===== src/hdl/rtc_pkg.sv =====
// Shared types, constants and the month-length lookup for the RTC calendar.
// Used by rtc_cell and rtc_calendar_with_alarm; depends on nothing else.
package rtc_pkg;

  localparam int SEC_W   = 6;
  localparam int MIN_W   = 6;
  localparam int HOUR_W  = 5;
  localparam int DAY_W   = 5;
  localparam int MONTH_W = 4;
  localparam int YEAR_W  = 14;
  localparam int TENTH_OUT_W = 4;
  localparam int CFG_DATA_W  = 6;

  localparam logic [SEC_W-1:0]   SEC_LAST   = 6'd59;
  localparam logic [MIN_W-1:0]   MIN_LAST   = 6'd59;
  localparam logic [HOUR_W-1:0]  HOUR_LAST  = 5'd23;
  localparam logic [MONTH_W-1:0] MONTH_LAST = 4'd11;
  localparam logic [YEAR_W-1:0]  YEAR_LAST  = 14'd9999;
  localparam int YEAR_RST = 2000;
  localparam int DAY_FIRST = 1;

  typedef enum logic [1:0] {
    MODE_TICK     = 2'd0,
    MODE_SET_TIME = 2'd1,
    MODE_SET_DATE = 2'd2
  } mode_t;

  typedef enum logic [1:0] {
    REG_ALARM_EN   = 2'd0,
    REG_ALARM_HOUR = 2'd1,
    REG_ALARM_MIN  = 2'd2,
    REG_ALARM_SEC  = 2'd3
  } cfg_reg_t;

  // Per-cell control: step on carry-in, or load a new value.
  typedef struct packed {
    logic step;
    logic load;
  } cell_ctl_t;

  // Month lengths; column 0 is a leap year, column 1 is not.
  localparam logic [DAY_W-1:0] MONTH_LEN_TAB [12][2] = '{
    '{5'd31, 5'd31}, '{5'd29, 5'd28}, '{5'd31, 5'd31}, '{5'd30, 5'd30},
    '{5'd31, 5'd31}, '{5'd30, 5'd30}, '{5'd31, 5'd31}, '{5'd31, 5'd31},
    '{5'd30, 5'd30}, '{5'd31, 5'd31}, '{5'd30, 5'd30}, '{5'd31, 5'd31}
  };

  function automatic logic [DAY_W-1:0] month_len(input logic [MONTH_W-1:0] month,
                                                 input logic [YEAR_W-1:0] year);
    logic col;
    col = (year[1:0] != 2'b00);
    if (month > MONTH_LAST) begin
      return 5'd31;
    end
    return MONTH_LEN_TAB[month][col];
  endfunction

endpackage


===== src/hdl/rtc_cell.sv =====
// One counter cell of the calendar chain: counts on carry-in, wraps past
// its last value and hands the carry to the next cell. Depends on rtc_pkg.
module rtc_cell #(
  parameter int W        = 6,
  parameter int RST_VAL  = 0,
  parameter int WRAP_VAL = 0
) (
  input  logic              clk,
  input  logic              rst_n,
  input  rtc_pkg::cell_ctl_t ctl,
  input  logic [W-1:0]      last_val,
  input  logic [W-1:0]      load_val,
  output logic [W-1:0]      value,
  output logic              carry_out
);
  import rtc_pkg::*;

  logic [W-1:0] value_r;
  logic [W-1:0] value_nxt;
  logic         wrap;

  // Wrap on reaching or passing the last value.
  assign wrap      = (value_r >= last_val);
  assign carry_out = ctl.step & wrap;
  assign value     = value_r;

  always_comb begin
    value_nxt = value_r;
    if (ctl.load) begin
      value_nxt = load_val;
    end else if (ctl.step) begin
      value_nxt = wrap ? W'(WRAP_VAL) : value_r + W'(1);
    end
  end

  always_ff @(posedge clk) begin
    if (!rst_n) begin
      value_r <= W'(RST_VAL);
    end else begin
      value_r <= value_nxt;
    end
  end

endmodule


===== src/hdl/rtc_calendar_with_alarm.sv =====
// Top level of the real-time clock calendar with alarm.
// Depends on rtc_pkg and rtc_cell.
//
// Use:
//   Input stream: in_tuser carries the mode (tick, set time, set date),
//   in_tdata the set fields. Each accepted transaction gives exactly one
//   result transaction with the full time and date after that step, plus
//   alarm_hit and set_error in out_tuser.
//   The counters form a chain of seven cells (tenths to year); a tick
//   ripples its carry through the chain within the accepting cycle.
//   Latency: the result is valid in the cycle after acceptance.
//   Throughput: one transaction per cycle; the output register is reloaded
//   in the same cycle it is taken, so in_tready stays high while the
//   receiver keeps out_tready high.
//   Stall: while a result waits with out_tready low, in_tready is low and
//   the counters hold.
//   Alarm registers are written over the cfg channel (always ready).
//   Reset: synchronous, active low; time 00:00:00.0, 1 January 2000,
//   alarm disarmed, no result pending.
module rtc_calendar_with_alarm #(
  parameter int TICKS_PER_SECOND = 10
) (
  input  logic        clk,
  input  logic        rst_n,
  // in_tdata: set_hour[4:0], set_minute[10:5], set_second[16:11],
  //           set_day[21:17], set_month[25:22], set_year[39:26]
  input  logic [39:0] in_tdata,
  // in_tuser: mode[1:0]
  input  logic [1:0]  in_tuser,
  input  logic        in_tvalid,
  output logic        in_tready,
  // out_tdata: tenth_now[3:0], second_now[9:4], minute_now[15:10],
  //            hour_now[20:16], day_now[25:21], month_now[29:26],
  //            year_now[43:30], zero pad [47:44]
  output logic [47:0] out_tdata,
  // out_tuser: alarm_hit[0], set_error[1]
  output logic [1:0]  out_tuser,
  output logic        out_tvalid,
  input  logic        out_tready,
  input  logic        cfg_valid,
  output logic        cfg_ready,
  input  logic [1:0]  cfg_index,
  input  logic [5:0]  cfg_data
);
  import rtc_pkg::*;

  localparam int TW = (TICKS_PER_SECOND > 1) ? $clog2(TICKS_PER_SECOND) : 1;
  localparam logic [TW-1:0] TENTH_LAST = TW'(TICKS_PER_SECOND - 1);

  // input fields
  logic [HOUR_W-1:0]  set_hour;
  logic [MIN_W-1:0]   set_minute;
  logic [SEC_W-1:0]   set_second;
  logic [DAY_W-1:0]   set_day;
  logic [MONTH_W-1:0] set_month;
  logic [YEAR_W-1:0]  set_year;

  assign set_hour   = in_tdata[4:0];
  assign set_minute = in_tdata[10:5];
  assign set_second = in_tdata[16:11];
  assign set_day    = in_tdata[21:17];
  assign set_month  = in_tdata[25:22];
  assign set_year   = in_tdata[39:26];

  // alarm registers
  logic               alarm_en_r;
  logic [HOUR_W-1:0]  alarm_hour_r;
  logic [MIN_W-1:0]   alarm_min_r;
  logic [SEC_W-1:0]   alarm_sec_r;

  // output stage
  logic out_valid_r;
  logic alarm_hit_r;
  logic set_error_r;
  logic alarm_hit_nxt;
  logic set_error_nxt;

  logic in_accept;
  logic is_tick;
  logic is_set_time;
  logic is_set_date;
  logic time_ok;
  logic date_ok;

  // chain values and carries
  logic [TW-1:0]      tenth_val;
  logic [SEC_W-1:0]   sec_val;
  logic [MIN_W-1:0]   min_val;
  logic [HOUR_W-1:0]  hour_val;
  logic [DAY_W-1:0]   day_val;
  logic [MONTH_W-1:0] month_val;
  logic [YEAR_W-1:0]  year_val;
  logic c_tenth, c_sec, c_min, c_hour, c_day, c_month, c_year;
  logic [DAY_W-1:0]   day_last;
  logic [TW+TENTH_OUT_W-1:0] tenth_ext;

  cell_ctl_t ctl_tenth, ctl_sec, ctl_min, ctl_hour, ctl_day, ctl_month, ctl_year;

  assign in_tready = !out_valid_r || out_tready;
  assign in_accept = in_tvalid && in_tready;
  assign cfg_ready = 1'b1;

  assign is_tick     = in_accept && (in_tuser == MODE_TICK);
  assign is_set_time = in_accept && (in_tuser == MODE_SET_TIME);
  assign is_set_date = in_accept && (in_tuser == MODE_SET_DATE);

  assign time_ok = (set_hour <= HOUR_LAST) && (set_minute <= MIN_LAST) &&
                   (set_second <= SEC_LAST);
  assign date_ok = (set_month <= MONTH_LAST) && (set_year <= YEAR_LAST) &&
                   (set_day != '0) && (set_day <= month_len(set_month, set_year));

  // Day rolls over after the last day of the current month.
  assign day_last = month_len(month_val, year_val);

  assign ctl_tenth = '{step: is_tick, load: 1'b0};
  assign ctl_sec   = '{step: c_tenth, load: is_set_time && time_ok};
  assign ctl_min   = '{step: c_sec,   load: is_set_time && time_ok};
  assign ctl_hour  = '{step: c_min,   load: is_set_time && time_ok};
  assign ctl_day   = '{step: c_hour,  load: is_set_date && date_ok};
  assign ctl_month = '{step: c_day,   load: is_set_date && date_ok};
  assign ctl_year  = '{step: c_month, load: is_set_date && date_ok};

  rtc_cell #(.W(TW), .RST_VAL(0), .WRAP_VAL(0)) u_tenth (
    .clk, .rst_n, .ctl(ctl_tenth), .last_val(TENTH_LAST), .load_val('0),
    .value(tenth_val), .carry_out(c_tenth)
  );
  rtc_cell #(.W(SEC_W), .RST_VAL(0), .WRAP_VAL(0)) u_sec (
    .clk, .rst_n, .ctl(ctl_sec), .last_val(SEC_LAST), .load_val(set_second),
    .value(sec_val), .carry_out(c_sec)
  );
  rtc_cell #(.W(MIN_W), .RST_VAL(0), .WRAP_VAL(0)) u_min (
    .clk, .rst_n, .ctl(ctl_min), .last_val(MIN_LAST), .load_val(set_minute),
    .value(min_val), .carry_out(c_min)
  );
  rtc_cell #(.W(HOUR_W), .RST_VAL(0), .WRAP_VAL(0)) u_hour (
    .clk, .rst_n, .ctl(ctl_hour), .last_val(HOUR_LAST), .load_val(set_hour),
    .value(hour_val), .carry_out(c_hour)
  );
  rtc_cell #(.W(DAY_W), .RST_VAL(DAY_FIRST), .WRAP_VAL(DAY_FIRST)) u_day (
    .clk, .rst_n, .ctl(ctl_day), .last_val(day_last), .load_val(set_day),
    .value(day_val), .carry_out(c_day)
  );
  rtc_cell #(.W(MONTH_W), .RST_VAL(0), .WRAP_VAL(0)) u_month (
    .clk, .rst_n, .ctl(ctl_month), .last_val(MONTH_LAST), .load_val(set_month),
    .value(month_val), .carry_out(c_month)
  );
  rtc_cell #(.W(YEAR_W), .RST_VAL(YEAR_RST), .WRAP_VAL(0)) u_year (
    .clk, .rst_n, .ctl(ctl_year), .last_val(YEAR_LAST), .load_val(set_year),
    .value(year_val), .carry_out(c_year)
  );

  // Compare the alarm against the time before this tick's increment.
  assign alarm_hit_nxt = c_tenth && alarm_en_r && (sec_val == alarm_sec_r) &&
                         (min_val == alarm_min_r) && (hour_val == alarm_hour_r);
  assign set_error_nxt = (is_set_time && !time_ok) || (is_set_date && !date_ok);

  always_ff @(posedge clk) begin
    if (!rst_n) begin
      out_valid_r <= 1'b0;
      alarm_hit_r <= 1'b0;
      set_error_r <= 1'b0;
    end else begin
      if (in_accept) begin
        out_valid_r <= 1'b1;
        alarm_hit_r <= alarm_hit_nxt;
        set_error_r <= set_error_nxt;
      end else if (out_tready) begin
        out_valid_r <= 1'b0;
      end
    end
  end

  always_ff @(posedge clk) begin
    if (!rst_n) begin
      alarm_en_r   <= 1'b0;
      alarm_hour_r <= '0;
      alarm_min_r  <= '0;
      alarm_sec_r  <= '0;
    end else if (cfg_valid && cfg_ready) begin
      unique case (cfg_reg_t'(cfg_index))
        REG_ALARM_EN:   alarm_en_r   <= cfg_data[0];
        REG_ALARM_HOUR: alarm_hour_r <= cfg_data[HOUR_W-1:0];
        REG_ALARM_MIN:  alarm_min_r  <= cfg_data[MIN_W-1:0];
        REG_ALARM_SEC:  alarm_sec_r  <= cfg_data[SEC_W-1:0];
        default: ;
      endcase
    end
  end

  // Counters only move on acceptance, so they hold the pending result.
  assign tenth_ext  = {{TENTH_OUT_W{1'b0}}, tenth_val};
  assign out_tdata  = {4'b0000, year_val, month_val, day_val, hour_val,
                       min_val, sec_val, tenth_ext[TENTH_OUT_W-1:0]};
  assign out_tuser  = {set_error_r, alarm_hit_r};
  assign out_tvalid = out_valid_r;

  // A result never reports both an alarm and a rejected set.
  a_flags_exclusive: assert property (@(posedge clk) disable iff (!rst_n)
    out_valid_r |-> !(alarm_hit_r && set_error_r))
    else $error("alarm_hit and set_error raised together");

  // The calendar date (day, month, year) stays within its legal range.
  a_calendar_range: assert property (@(posedge clk) disable iff (!rst_n)
    (day_val != '0) && (day_val <= day_last) && (month_val <= MONTH_LAST) &&
    (year_val <= YEAR_LAST))
    else $error("calendar counters out of range");

  // A rejected set leaves every time and date counter untouched.
  a_reject_holds: assert property (@(posedge clk) disable iff (!rst_n)
    set_error_nxt |=> ($stable(sec_val) && $stable(min_val) && $stable(hour_val) &&
                       $stable(day_val) && $stable(month_val) && $stable(year_val) &&
                       $stable(tenth_val)))
    else $error("rejected set changed the counters");

endmodule

===== config.mk =====
export PLATFORM = sky130hd
export DESIGN_NAME = rtc_calendar_with_alarm
export DESIGN_NICKNAME = d
export VERILOG_FILES = /design/src/hdl/rtc_pkg.sv /design/src/hdl/rtc_cell.sv /design/src/hdl/rtc_calendar_with_alarm.sv
export SDC_FILE = /design/constraint.sdc
export NUM_CORES = 1
export LEC_CHECK = 0
export BUFFER_PORTS_ARGS = -buffer_cell sky130_fd_sc_hd__buf_4
export CAP_MARGIN = 30
export CORE_MARGIN = 1
export CORE_UTILIZATION = 53
export CTS_CLUSTER_DIAMETER = 30
export DETAILED_ROUTE_END_ITERATION = 8
export PLACE_DENSITY = 0.81
export SYNTH_ARGS = -nofsm -noshare
export SYNTH_HDL_FRONTEND = slang
export SYNTH_SLANG_ARGS = --single-unit

===== constraint.sdc =====
create_clock -name clk -period 3.45 [get_ports clk]
set_input_delay 0.69 -clock clk [delete_from_list [all_inputs] [get_ports clk]]
set_output_delay 0.69 -clock clk [all_outputs]
set_load 0.03 [all_outputs]

### Word-level counts from Yosys, hierarchy flattened

Memories as Yosys holds them, arrays and structs flattened.
Index checks and enable logic that the tools add are counted.

* flip-flop bits (word level): 65
* output and inout bits: 53
* bits of input ports: 55
* latch bits: 0
* memory bits (read-only): 320
* logic and storage cells: 135
* memories kept: 2
* RAM bits: 0

* shift-type cells: 0
* divide/modulo/power cells: 0
* reduce and logical (&&, ||, !) cells: 38
* $add $sub $neg: 7
* equal/unequal tests: 8
* multiply operators: 0
* bitwise operators: 10
* order comparisons: 19
* multiplexer cells: 37

Memories
* (name not given): words 16, width 10, read ports 1, clocked after Yosys merged registers in 0, wr ports 0, RTL line rtc_pkg.sv:55 `return MONTH_LEN_TAB[month][col];`
* (name not given): words 16, width 10, read ports 1, clocked after Yosys merged registers in 0, wr ports 0, RTL line rtc_pkg.sv:55

Operator list (count)
* two-way mux 5 bit: 16
* two-way mux 14 bit: 3
* two-way mux 10 bit: 4
* two-way mux 6 bit: 6
* nonzero test 2 bit: 9
* logical AND 1 bit: 17
* two-way mux 4 bit: 4
* greater-or-equal comparator 5 bit, second input constant: 3
* adder 14 x 1 -> 14 bit, second input constant: 1
* greater-or-equal comparator 14 bit, second input constant: 1
* <= comparator 14 bit, second input constant: 1
* adder 6 x 1 -> 6 bit, second input constant: 2
* == test 6 bit: 2
* greater-or-equal comparator 6 bit, second input constant: 2
* <= comparator 6 bit, second input constant: 2
* adder 5 x 1 -> 5 bit, second input constant: 2
* inverter 4 -> 5 bit: 2
* adder 4 x 1 -> 4 bit, second input constant: 2
* greater-or-equal comparator 4 bit, second input constant: 2
* > comparator 4 bit, second input constant: 2
* AND reduction 2 bit: 4
* bitwise AND 1 bit: 6
* == test 2 bit, second input constant: 3
* == test 5 bit: 1
* other kinds (12): 22

### Longest topological paths before layout

Gate-level depths: netlist of the first run.

* depth in word-level cells: 13
* gate-level depth with buffers: 15

### Hierarchy

From an unflattened synthesis of the first run, not the netlist that was laid out.

* cells, all modules: 605
* area total of the unflattened synthesis: 5123.7 µm²

Modules (own cells, without submodules)
* rtc_calendar_with_alarm: area each 1287.5 µm², sequential area each 420.4 µm², cells an instance 138, instances 1
* rtc_cell (u_year): area each 1285.0 µm², sequential area each 280.3 µm², cells an instance 154, instances 1
* rtc_cell (u_min ...): area each 524.3 µm², sequential area each 120.1 µm², cells an instance 66, instances 2
* rtc_cell (u_month ...): area each 347.8 µm², sequential area each 80.1 µm², cells an instance 41, instances 2
* rtc_cell (u_day): area each 415.4 µm², sequential area each 100.1 µm², cells an instance 51, instances 1
* rtc_cell (u_hour): area each 391.6 µm², sequential area each 100.1 µm², cells an instance 48, instances 1

### Worst setup path before layout of the first run

OpenSTA, ideal clock, no wires.

* path kind: reg-to-reg
* from: reg u_year.value_r[0], in the netlist u_year.value[0]
* to: reg u_year.value_r[6], in the netlist u_year.value[6]
* path slack: 0.118 ns
* data arrival time: 3.258 ns
* buffers on the path: 1
* required time: 3.376 ns
* stages on the path, launching flop included: 15
* path through: dfxtp_1 inv_1 ha_1 nor2b_1 a211oi_1 a21oi_1 o21ai_0 ha_1 nor2_1 a21oi_1 nand3_1 or4_4 buf_6 or4_1 a31oi_1

* cells in the longest elaborated chain, start to end: 10
* elaborated cells on any way between the ends: 15

Ends and longest elaborated chain
* start, declared: RTL line rtc_cell.sv:18 `logic [W-1:0] value_r;`
* start signal, assigned: RTL line rtc_cell.sv:38 `value_r <= W'(RST_VAL);`
* start signal, assigned: RTL line rtc_cell.sv:40 `value_r <= value_nxt;`
* nonzero test 2 bit: RTL line rtc_pkg.sv:51 `col = (year[1:0] != 2'b00);`
* inverter 1 -> 2 bit (not written as such): RTL line rtc_pkg.sv:55
* two-way mux 5 bit (not written as such) (3 in series): RTL line rtc_pkg.sv:55
* two-way mux 5 bit: RTL line rtc_pkg.sv:55
* greater-or-equal comparator 5 bit: RTL line rtc_cell.sv:23 `assign wrap = (value_r >= last_val);`
* bitwise AND 1 bit (2 in series): RTL line rtc_cell.sv:24 `assign carry_out = ctl.step & wrap;`
* nonzero test 2 bit (no line)

Several ways; a longest one is shown, not always the timed one. The select of a mux whose other input is x is not followed.
A chain may end at the register's enable or synchronous reset.

### Worst setup path after layout of the first run

Ends and elaborated chain as after synthesis.

==> flow_summary.yaml, run 1 <==
floorplan:
  dieWidth_um: 88.5
  placement_rows: 31
  fp.dieH_um: 88.5
  placeableCoreArea_mm2: 0.00725
  die_area_mm2: 0.00783
  initial_core_utilization_pct: 54.6
  num_io_pins: 108
worst_hold_path:
  hold_path_class: "reg2reg"
sta:
  fmax_mhz: 317
  layout_min_cycle_time_ns: 3.15
  finalClockSkew_ns: 0.0121
  final_hold_viol_count: 0
  finalWorstSetupSlack_ns: 0.299
  tightestPinTransition_ns: 0.783
  slew_viol_final: 0
  timing.final.crit_share_pct: 91.3
  max_slew_headroom_pct: 47.3
  setup-tns-final_ns: 0
  finalSetupViolCount: 0
  grt_setup_unrepaired: "no"
run_status:
  outcome: "completed"
synth:
  syn_avg_cell_area_um2: 7.96
  ys_seq_elements: 65
  yosysWarningCount: 0
  synth_enable_flop_cells: 0
  seq_area_frac_synth_pct: 32.8
  ffs_w_async_s_r_synth_pct: 0
  summed_instance_area_of_the_synthesized_netlist_mm2: 0.00396
  yosysUniqueCellTypes: 63
  post_synth_inst_count: 498
  ys.flop_type: "sky130_fd_sc_hd__dfxtp_1"
clock_tree:
  ctsHtreeMaxLevel: 3
  numClockSinks: 65
  cts.clk_slew.worst_paths_ns: 0.08
  tritoncts: "built"
  hold_buffers: 0
  tritoncts.num_buffers: 9
  clock_tree.root_cell: "sky130_fd_sc_hd__clkbuf_8"
  clock_path_buffers: 2
  clk_latency_ns: 0.35
  post_cts_resized: 0
  cts_setup_buffers: 0
detailed_routing:
  detail_route.wirelength_um: 11300
  wl_per_cell_um: 16.3
  route.vias.total: 4210
  drt-vias-per-instance: 6.05
  drtIter0Drc: 308
  route.detailed.drc: 0
  detailedRoute.firstPassIterationCount: 6
  antenna_violating_nets_post_route: 0
critical_path:
  crit_slowest_cell: "sky130_fd_sc_hd__or4_4"
  timing.critical_path.fanout_max: 19
  worstSetupPathType: "reg2reg"
  start_kind: "flip-flop"
  worstPathCellList: "inv_1 -> ha_1 -> nor2b_1 -> a211oi_1 -> a21oi_1 -> o21ai_0 -> ha_1 -> nor2_1 -> a21oi_1 -> nand3_1 -> or4_4 -> or4_1 -> a31oi_1"
  critPathTopFamily: "simple AND/OR/NAND/NOR gates"
  worst_ep_required_time_ns: 3.73
  path_buf_inv: 1
  critical_path_arrival_ns: 3.43
  worst_setup_path_end_kind: "flip-flop"
  cpPeakStageDelay_ns: 0.56
grt:
  antenna_found_initial: 0
  grt_overflow_total: 0
  grt_use_total_pct: 29.6
  grt_start_max_net_pins: 29
  grt_pass1_vias: 3863
  grt_first_pass_wirelength_um: 17800
place:
  dp_cells: 680
  hpwlAfterDp_um: 8320
  placement.setup.worst_slack_ns: 0.189
  gp_congestion: 0.931
  port-buffer-count: 102
run:
  drv_cap: 0
cells_and_area:
  n_fill_cell: 617
  area_growth_from_synthesis_to_layout_pct: 25.3
  num_antenna_cells: 0
  nets_final: 663
  fin_cells: 696
  final_layout_size_suffix_gt1_share_pct: 21.9
power_and_ir_drop:
  leakage_nw: 2.13
  worst_ir_drop_vdd_uv: 171
  power.density_cell_area_mw_per_mm2: 354
Yosys cell counts, types with 6 or more instances:
| master | n | share of area [%] |
|---|---|---|
| sky130_fd_sc_hd__ha_1 | 16 | 5.1 |
| sky130_fd_sc_hd__xor2_1 | 10 | 2.2 |
| sky130_fd_sc_hd__nor3_1 | 9 | 1.1 |
| sky130_fd_sc_hd__buf_4 | 7 | 1.3 |
| sky130_fd_sc_hd__nor4_1 | 10 | 1.6 |
| sky130_fd_sc_hd__inv_1 | 10 | 0.95 |
| sky130_fd_sc_hd__nand4_1 | 11 | 1.7 |
| sky130_fd_sc_hd__dfxtp_1 | 65 | 33 |
| sky130_fd_sc_hd__nor2_1 | 56 | 5.3 |
| sky130_fd_sc_hd__nand2_1 | 43 | 4.1 |
| sky130_fd_sc_hd__clkbuf_1 | 14 | 1.3 |
| sky130_fd_sc_hd__o21ai_0 | 42 | 5.3 |
| sky130_fd_sc_hd__and3_1 | 6 | 0.95 |
| sky130_fd_sc_hd__nand3b_1 | 7 | 1.3 |
| sky130_fd_sc_hd__nand3_1 | 20 | 2.5 |
| sky130_fd_sc_hd__or3_1 | 6 | 0.95 |
| sky130_fd_sc_hd__mux2i_1 | 19 | 4.8 |
| sky130_fd_sc_hd__xnor2_1 | 12 | 2.7 |
| sky130_fd_sc_hd__o211ai_1 | 7 | 1.3 |
| sky130_fd_sc_hd__a21oi_1 | 30 | 3.8 |
| sky130_fd_sc_hd__a31oi_1 | 21 | 3.3 |
tightest hold or removal path: cells and delay by family (launching register included):
family           cells  cell delay (ns)
flip-flops           1             0.33
AO/OA/AOI/OAI        1             0.05
AND/OR/NAND/NOR      1             0.06
path summary, 6_finish.rpt:
kind                            depth (start not counted)             from               to  slack (ns)
worst max-delay path                                   13  u_year.value[0]  u_year.value[6]        0.30
worst min-delay path                                    2      alarm_hit_r      alarm_hit_r        0.48
worst max register to register                         13  u_year.value[0]  u_year.value[6]        0.30
worst min register to register                          2      alarm_hit_r      alarm_hit_r        0.48
layer usage:
metal  vias up  GRT usage (%)  share of wire (%)
met5         -              0                  0
met4         0           13.5                2.4
met3        26           4.38                7.8
met2       191           51.2                 48
met1      1966           36.3                 41
li1       2027              -                  -
final cells by class:
| class | instances | area [um2] | area share, % |
|---|---|---|---|
| clock buffers | 12 | 145 | 2.92 |
| clock inverters | 4 | 52.6 | 1.06 |
| inverters | 10 | 37.5 | 0.756 |
| multi-input cells | 398 | 2490 | 50.2 |
| flip-flops and latches | 65 | 1300 | 26.2 |
| well taps | 99 | 124 | 2.50 |
| repair buffers | 108 | 811 | 16.3 |
sequential cells by signal, summed over array words and instances (netlist names):
register / count
alarm_sec_r: 6
set_error_r: 1
u_tenth.value: 4
u_min.value: 6
out_tvalid: 1
u_month.value: 4
u_sec.value: 6
u_day.value: 5
alarm_hit_r: 1
u_year.value: 14
alarm_en_r: 1
alarm_min_r: 6
u_hour.value: 5
alarm_hour_r: 5
stage by stage:
| step | hold WS, ns | power (mW) | utilization, % | area (um2) |
|---|---|---|---|---|
| after global routing | 0.515 | 1.82 | 68.4 | 4960 |
| after floorplan | 0.432 | 0.982 | - | 3970 |
| after global placement | 0.465 | 1.09 | 65.7 | 4770 |
| after CTS | 0.482 | 1.75 | 68.4 | 4960 |
| after detailed placement | 0.472 | 1.10 | 65.7 | 4770 |
| final | 0.478 | 1.76 | 68.4 | 4960 |
power breakdown:
group          switching [mW]  leakage (nW)  internal [mW]
logic                   0.152          1.50          0.121
registers              0.0402         0.528          0.775
clock network           0.312         0.101          0.356
total                   0.504          2.13           1.25
cells by family after synthesis:
group | Yosys count | share of synthesized area [%]
flip-flops | 65 | 32.8
XOR/XNOR | 22 | 4.86
multiplexers | 19 | 4.80
other | 2 | 0.190
adder cells (fa/ha/maj) | 17 | 5.30
AND/OR/NAND/NOR | 199 | 26.0
AO/OA/AOI/OAI | 136 | 21.5
buffers and inverters | 38 | 4.55
cells in the final DEF (no fill, tap or decap), drive strengths merged, types with 3 or more instances in the layout:
| cell | netlist | final |
|---|---|---|
| clkinv | 0 | 3 |
| o31ai | 4 | 4 |
| nor3b | 4 | 4 |
| or4 | 4 | 4 |
| a311oi | 3 | 3 |
| nor2 | 56 | 56 |
| nand3b | 7 | 7 |
| buf | 14 | 108 |
| o21a | 4 | 4 |
| or3 | 6 | 6 |
| nand2 | 44 | 44 |
| a211oi | 4 | 4 |
| clkbuf | 14 | 12 |
| dfxtp | 65 | 65 |
| nand4 | 11 | 11 |
| nand2b | 3 | 3 |
| conb | 2 | 5 |
| nand4b | 3 | 3 |
| a31oi | 21 | 21 |
| nor2b | 3 | 3 |
| xor2 | 10 | 10 |
| ha | 16 | 16 |
| mux2i | 19 | 19 |
| o211ai | 7 | 7 |
| a21oi | 30 | 30 |
| o21ai | 44 | 44 |
| nor4 | 11 | 11 |
| and2 | 3 | 3 |
| nor3 | 10 | 10 |
| nand3 | 21 | 21 |
| inv | 10 | 10 |
| and3 | 6 | 6 |
| xnor2 | 12 | 12 |
No activity file was read; power rests on OpenSTA's default activity.
==> run 2: changes to the inputs <==
Settings changed: BUFFER_PORTS_ARGS -buffer_cell sky130_fd_sc_hd__buf_4 to -buffer_cell sky130_fd_sc_hd__buf_2, CORE_UTILIZATION 53 to 25, PLACE_DENSITY 0.81 to default.
==> run 2 against run 1 <==
Compared with the run above:
- critical endpoint is now u_year.value[8]
- critical path depth stayed put
- global-route usage is 14 points lower
- wire length is 7.3% higher
- largest cell class unchanged
- highest routed layer unchanged
- hold slack worse by 0.0060 ns
- final cell count is 16% higher
- flip-flop and latch count stayed put
- clock power is 44% higher
- largest power group is now the clock network
==> flow_summary.yaml, run 2 (synthesized netlist as in run 1, its figures left out) <==
power_and_ir_drop:
  switching_share_pct: 27.9
  power.switching_uw: 564
  cellInternalPower_mw: 1.46
  power.density_cell_area_mw_per_mm2: 406
  power_frac_comb_pct: 12.3
  leakage_nw: 2.14
  clockPowerShare_pct: 47.5
  seq_power_share_pct: 40.3
  worst_ir_drop_vdd_uv: 225
  finalPower_mw: 2.02
detailed_routing:
  drtIter0Drc: 222
  route.detailed.drc: 0
  wl_per_cell_um: 15.0
  drt-vias-per-instance: 5.01
  antenna_violating_nets_post_route: 0
  detail_route.wirelength_um: 12200
  route.vias.total: 4061
  detailedRoute.firstPassIterationCount: 4
critical_path:
  crit_slowest_cell: "sky130_fd_sc_hd__or4_4"
  worst_setup_path_end_kind: "flip-flop"
  register_to_register_path_setup_slack_ns: 0.33
  worstPathCellList: "inv_1 -> ha_1 -> nor2b_1 -> a211oi_1 -> a21oi_1 -> o21ai_0 -> ha_1 -> nor2_1 -> a21oi_1 -> nand3_1 -> or4_4 -> or4_1 -> a31oi_1"
  cpPeakStageDelay_ns: 0.57
  worstSetupPathType: "reg2reg"
  critical_path_arrival_ns: 3.38
  worst_ep_required_time_ns: 3.72
  worst_reg2reg_path_endpoint: "u_year.value[8]"
  worstReg2RegStart: "u_year.value[0]"
  rr_worst_depth: 13
  timing.critical_path.fanout_max: 19
  start_kind: "flip-flop"
clock_tree:
  clk_latency_ns: 0.34
  tritoncts.num_buffers: 9
  clock_tree.root_cell: "sky130_fd_sc_hd__clkbuf_16"
  clock_path_buffers: 2
  post_cts_resized: 0
  cts.clk_slew.worst_paths_ns: 0.06
  ctsHtreeMaxLevel: 3
  cts_setup_buffers: 0
  hold_buffers: 0
  tritoncts: "built"
  numClockSinks: 65
run_status:
  outcome: "completed"
grt:
  antenna_found_initial: 0
  grt_use_total_pct: 15.3
  grt_overflow_total: 0
  grt_first_pass_wirelength_um: 19400
  grt_start_max_net_pins: 36
  grt_pass1_vias: 3662
place:
  gp_congestion: 0.809
  hpwlAfterDp_um: 9090
  port-buffer-count: 102
  dpl-instance-area_mm2: 0.00467
  dp_cells: 794
floorplan:
  die_area_mm2: 0.0164
  placement_rows: 45
  initial_core_utilization_pct: 25.9
  fp.dieH_um: 128
  num_io_pins: 108
  dieWidth_um: 128
  placeableCoreArea_mm2: 0.0153
cells_and_area:
  final_common_cell: "sky130_fd_sc_hd__buf_2"
  most-common-layout-cells: "sky130_fd_sc_hd__buf_2, sky130_fd_sc_hd__dfxtp_1, sky130_fd_sc_hd__nor2_1"
  area_growth_from_synthesis_to_layout_pct: 25.7
  num_antenna_cells: 0
  nets_final: 665
  n_fill_cell: 1696
  area_used_by_multi_input_combinational_logic_mm2: 0.00249
  final_layout_size_suffix_gt1_share_pct: 22.5
  fin_cells: 810
  fin_area_mm2: 0.00498
  regArea_mm2: 0.00130
  largest_reg_flops: 14
sta:
  setup-tns-final_ns: 0
  max_slew_headroom_pct: 41.7
  slew_viol_final: 0
  fmax_mhz: 321
  finalSetupViolCount: 0
  final_hold_viol_count: 0
  grt_setup_unrepaired: "no"
  layout_min_cycle_time_ns: 3.12
  timing.final.crit_share_pct: 90.4
  finalClockSkew_ns: 0.00790
  tightestPinTransition_ns: 0.875
worst_hold_path:
  timing.hold.worst_endpoint: "alarm_hit_r"
  hold_path_class: "reg2reg"
  whs_path_depth: 2
  hp-start: "alarm_hit_r"
run:
  drv_cap: 0
[run 2: changes by cell type in the layout (fill, tap and decap cells not counted), moves of 2 or more]
cell	before	now
sky130_fd_sc_hd__clkbuf_16	0	9
sky130_fd_sc_hd__buf_2	0	102
sky130_fd_sc_hd__clkbuf_1	2	0
sky130_fd_sc_hd__buf_4	108	8
sky130_fd_sc_hd__clkbuf_8	10	1
[run 2: critical path: cells and delay by family, from the launching register on]
family                     cells  cell delay (ns)
AOI/OAI and AO/OA              5             0.65
DFF                            1             0.39
buffers and inverters          1             0.09
and+or+nand+nor                5             1.40
adders and majority gates      2             0.50
[run 2: layout make-up]
cell class | count | share of cell area (%)
Sequential cell | 65 | 26.1
Tap cell | 211 | 5.30
Multi-Input combinational cell | 398 | 50.1
Clock inverter | 6 | 1.51
Clock buffer | 10 | 4.80
Timing Repair Buffer | 110 | 11.5
Inverter | 10 | 0.754
[run 2: worst max path at each step]
stage / from / end / cells after the start
finish: u_year.value[0] / u_year.value[8] / 13
detailed placement: u_year.value[0] / u_year.value[8] / 13
floorplan: u_year.value[0] / u_year.value[6] / 14
global placement: u_year.value[0] / u_year.value[6] / 13
CTS: u_year.value[0] / u_year.value[8] / 13
global route: u_year.value[0] / u_year.value[8] / 13
[run 2: power by group through the flow]
stage / logic, mW / clock network (mW) / registers [mW]
floorplan: 0.130 / 0 / 0.852
global placement: 0.247 / 0 / 0.831
detailed placement: 0.248 / 0 / 0.831
CTS: 0.249 / 0.984 / 0.814
global route: 0.274 / 1.01 / 0.820
finish: 0.248 / 0.960 / 0.815
[run 2: per-layer routing]
| metal | GRT usage (%) | part of all wire, % |
|---|---|---|
| met4 | 4.84 | 1.4 |
| met2 | 23.9 | 45 |
| met5 | 0 | 0 |
| met3 | 4.22 | 6.6 |
| met1 | 20.4 | 47 |
[run 2: stage by stage]
step | setup WS (ns) | utilization (%) | hold slack, ns
after global routing | 0.0788 | 32.5 | 0.496
final | 0.332 | 32.5 | 0.472
after floorplan | 0.118 | - | 0.432
after CTS | 0.219 | 32.5 | 0.472
after detailed placement | 0.251 | 30.5 | 0.465
after global placement | 0.298 | 30.5 | 0.465
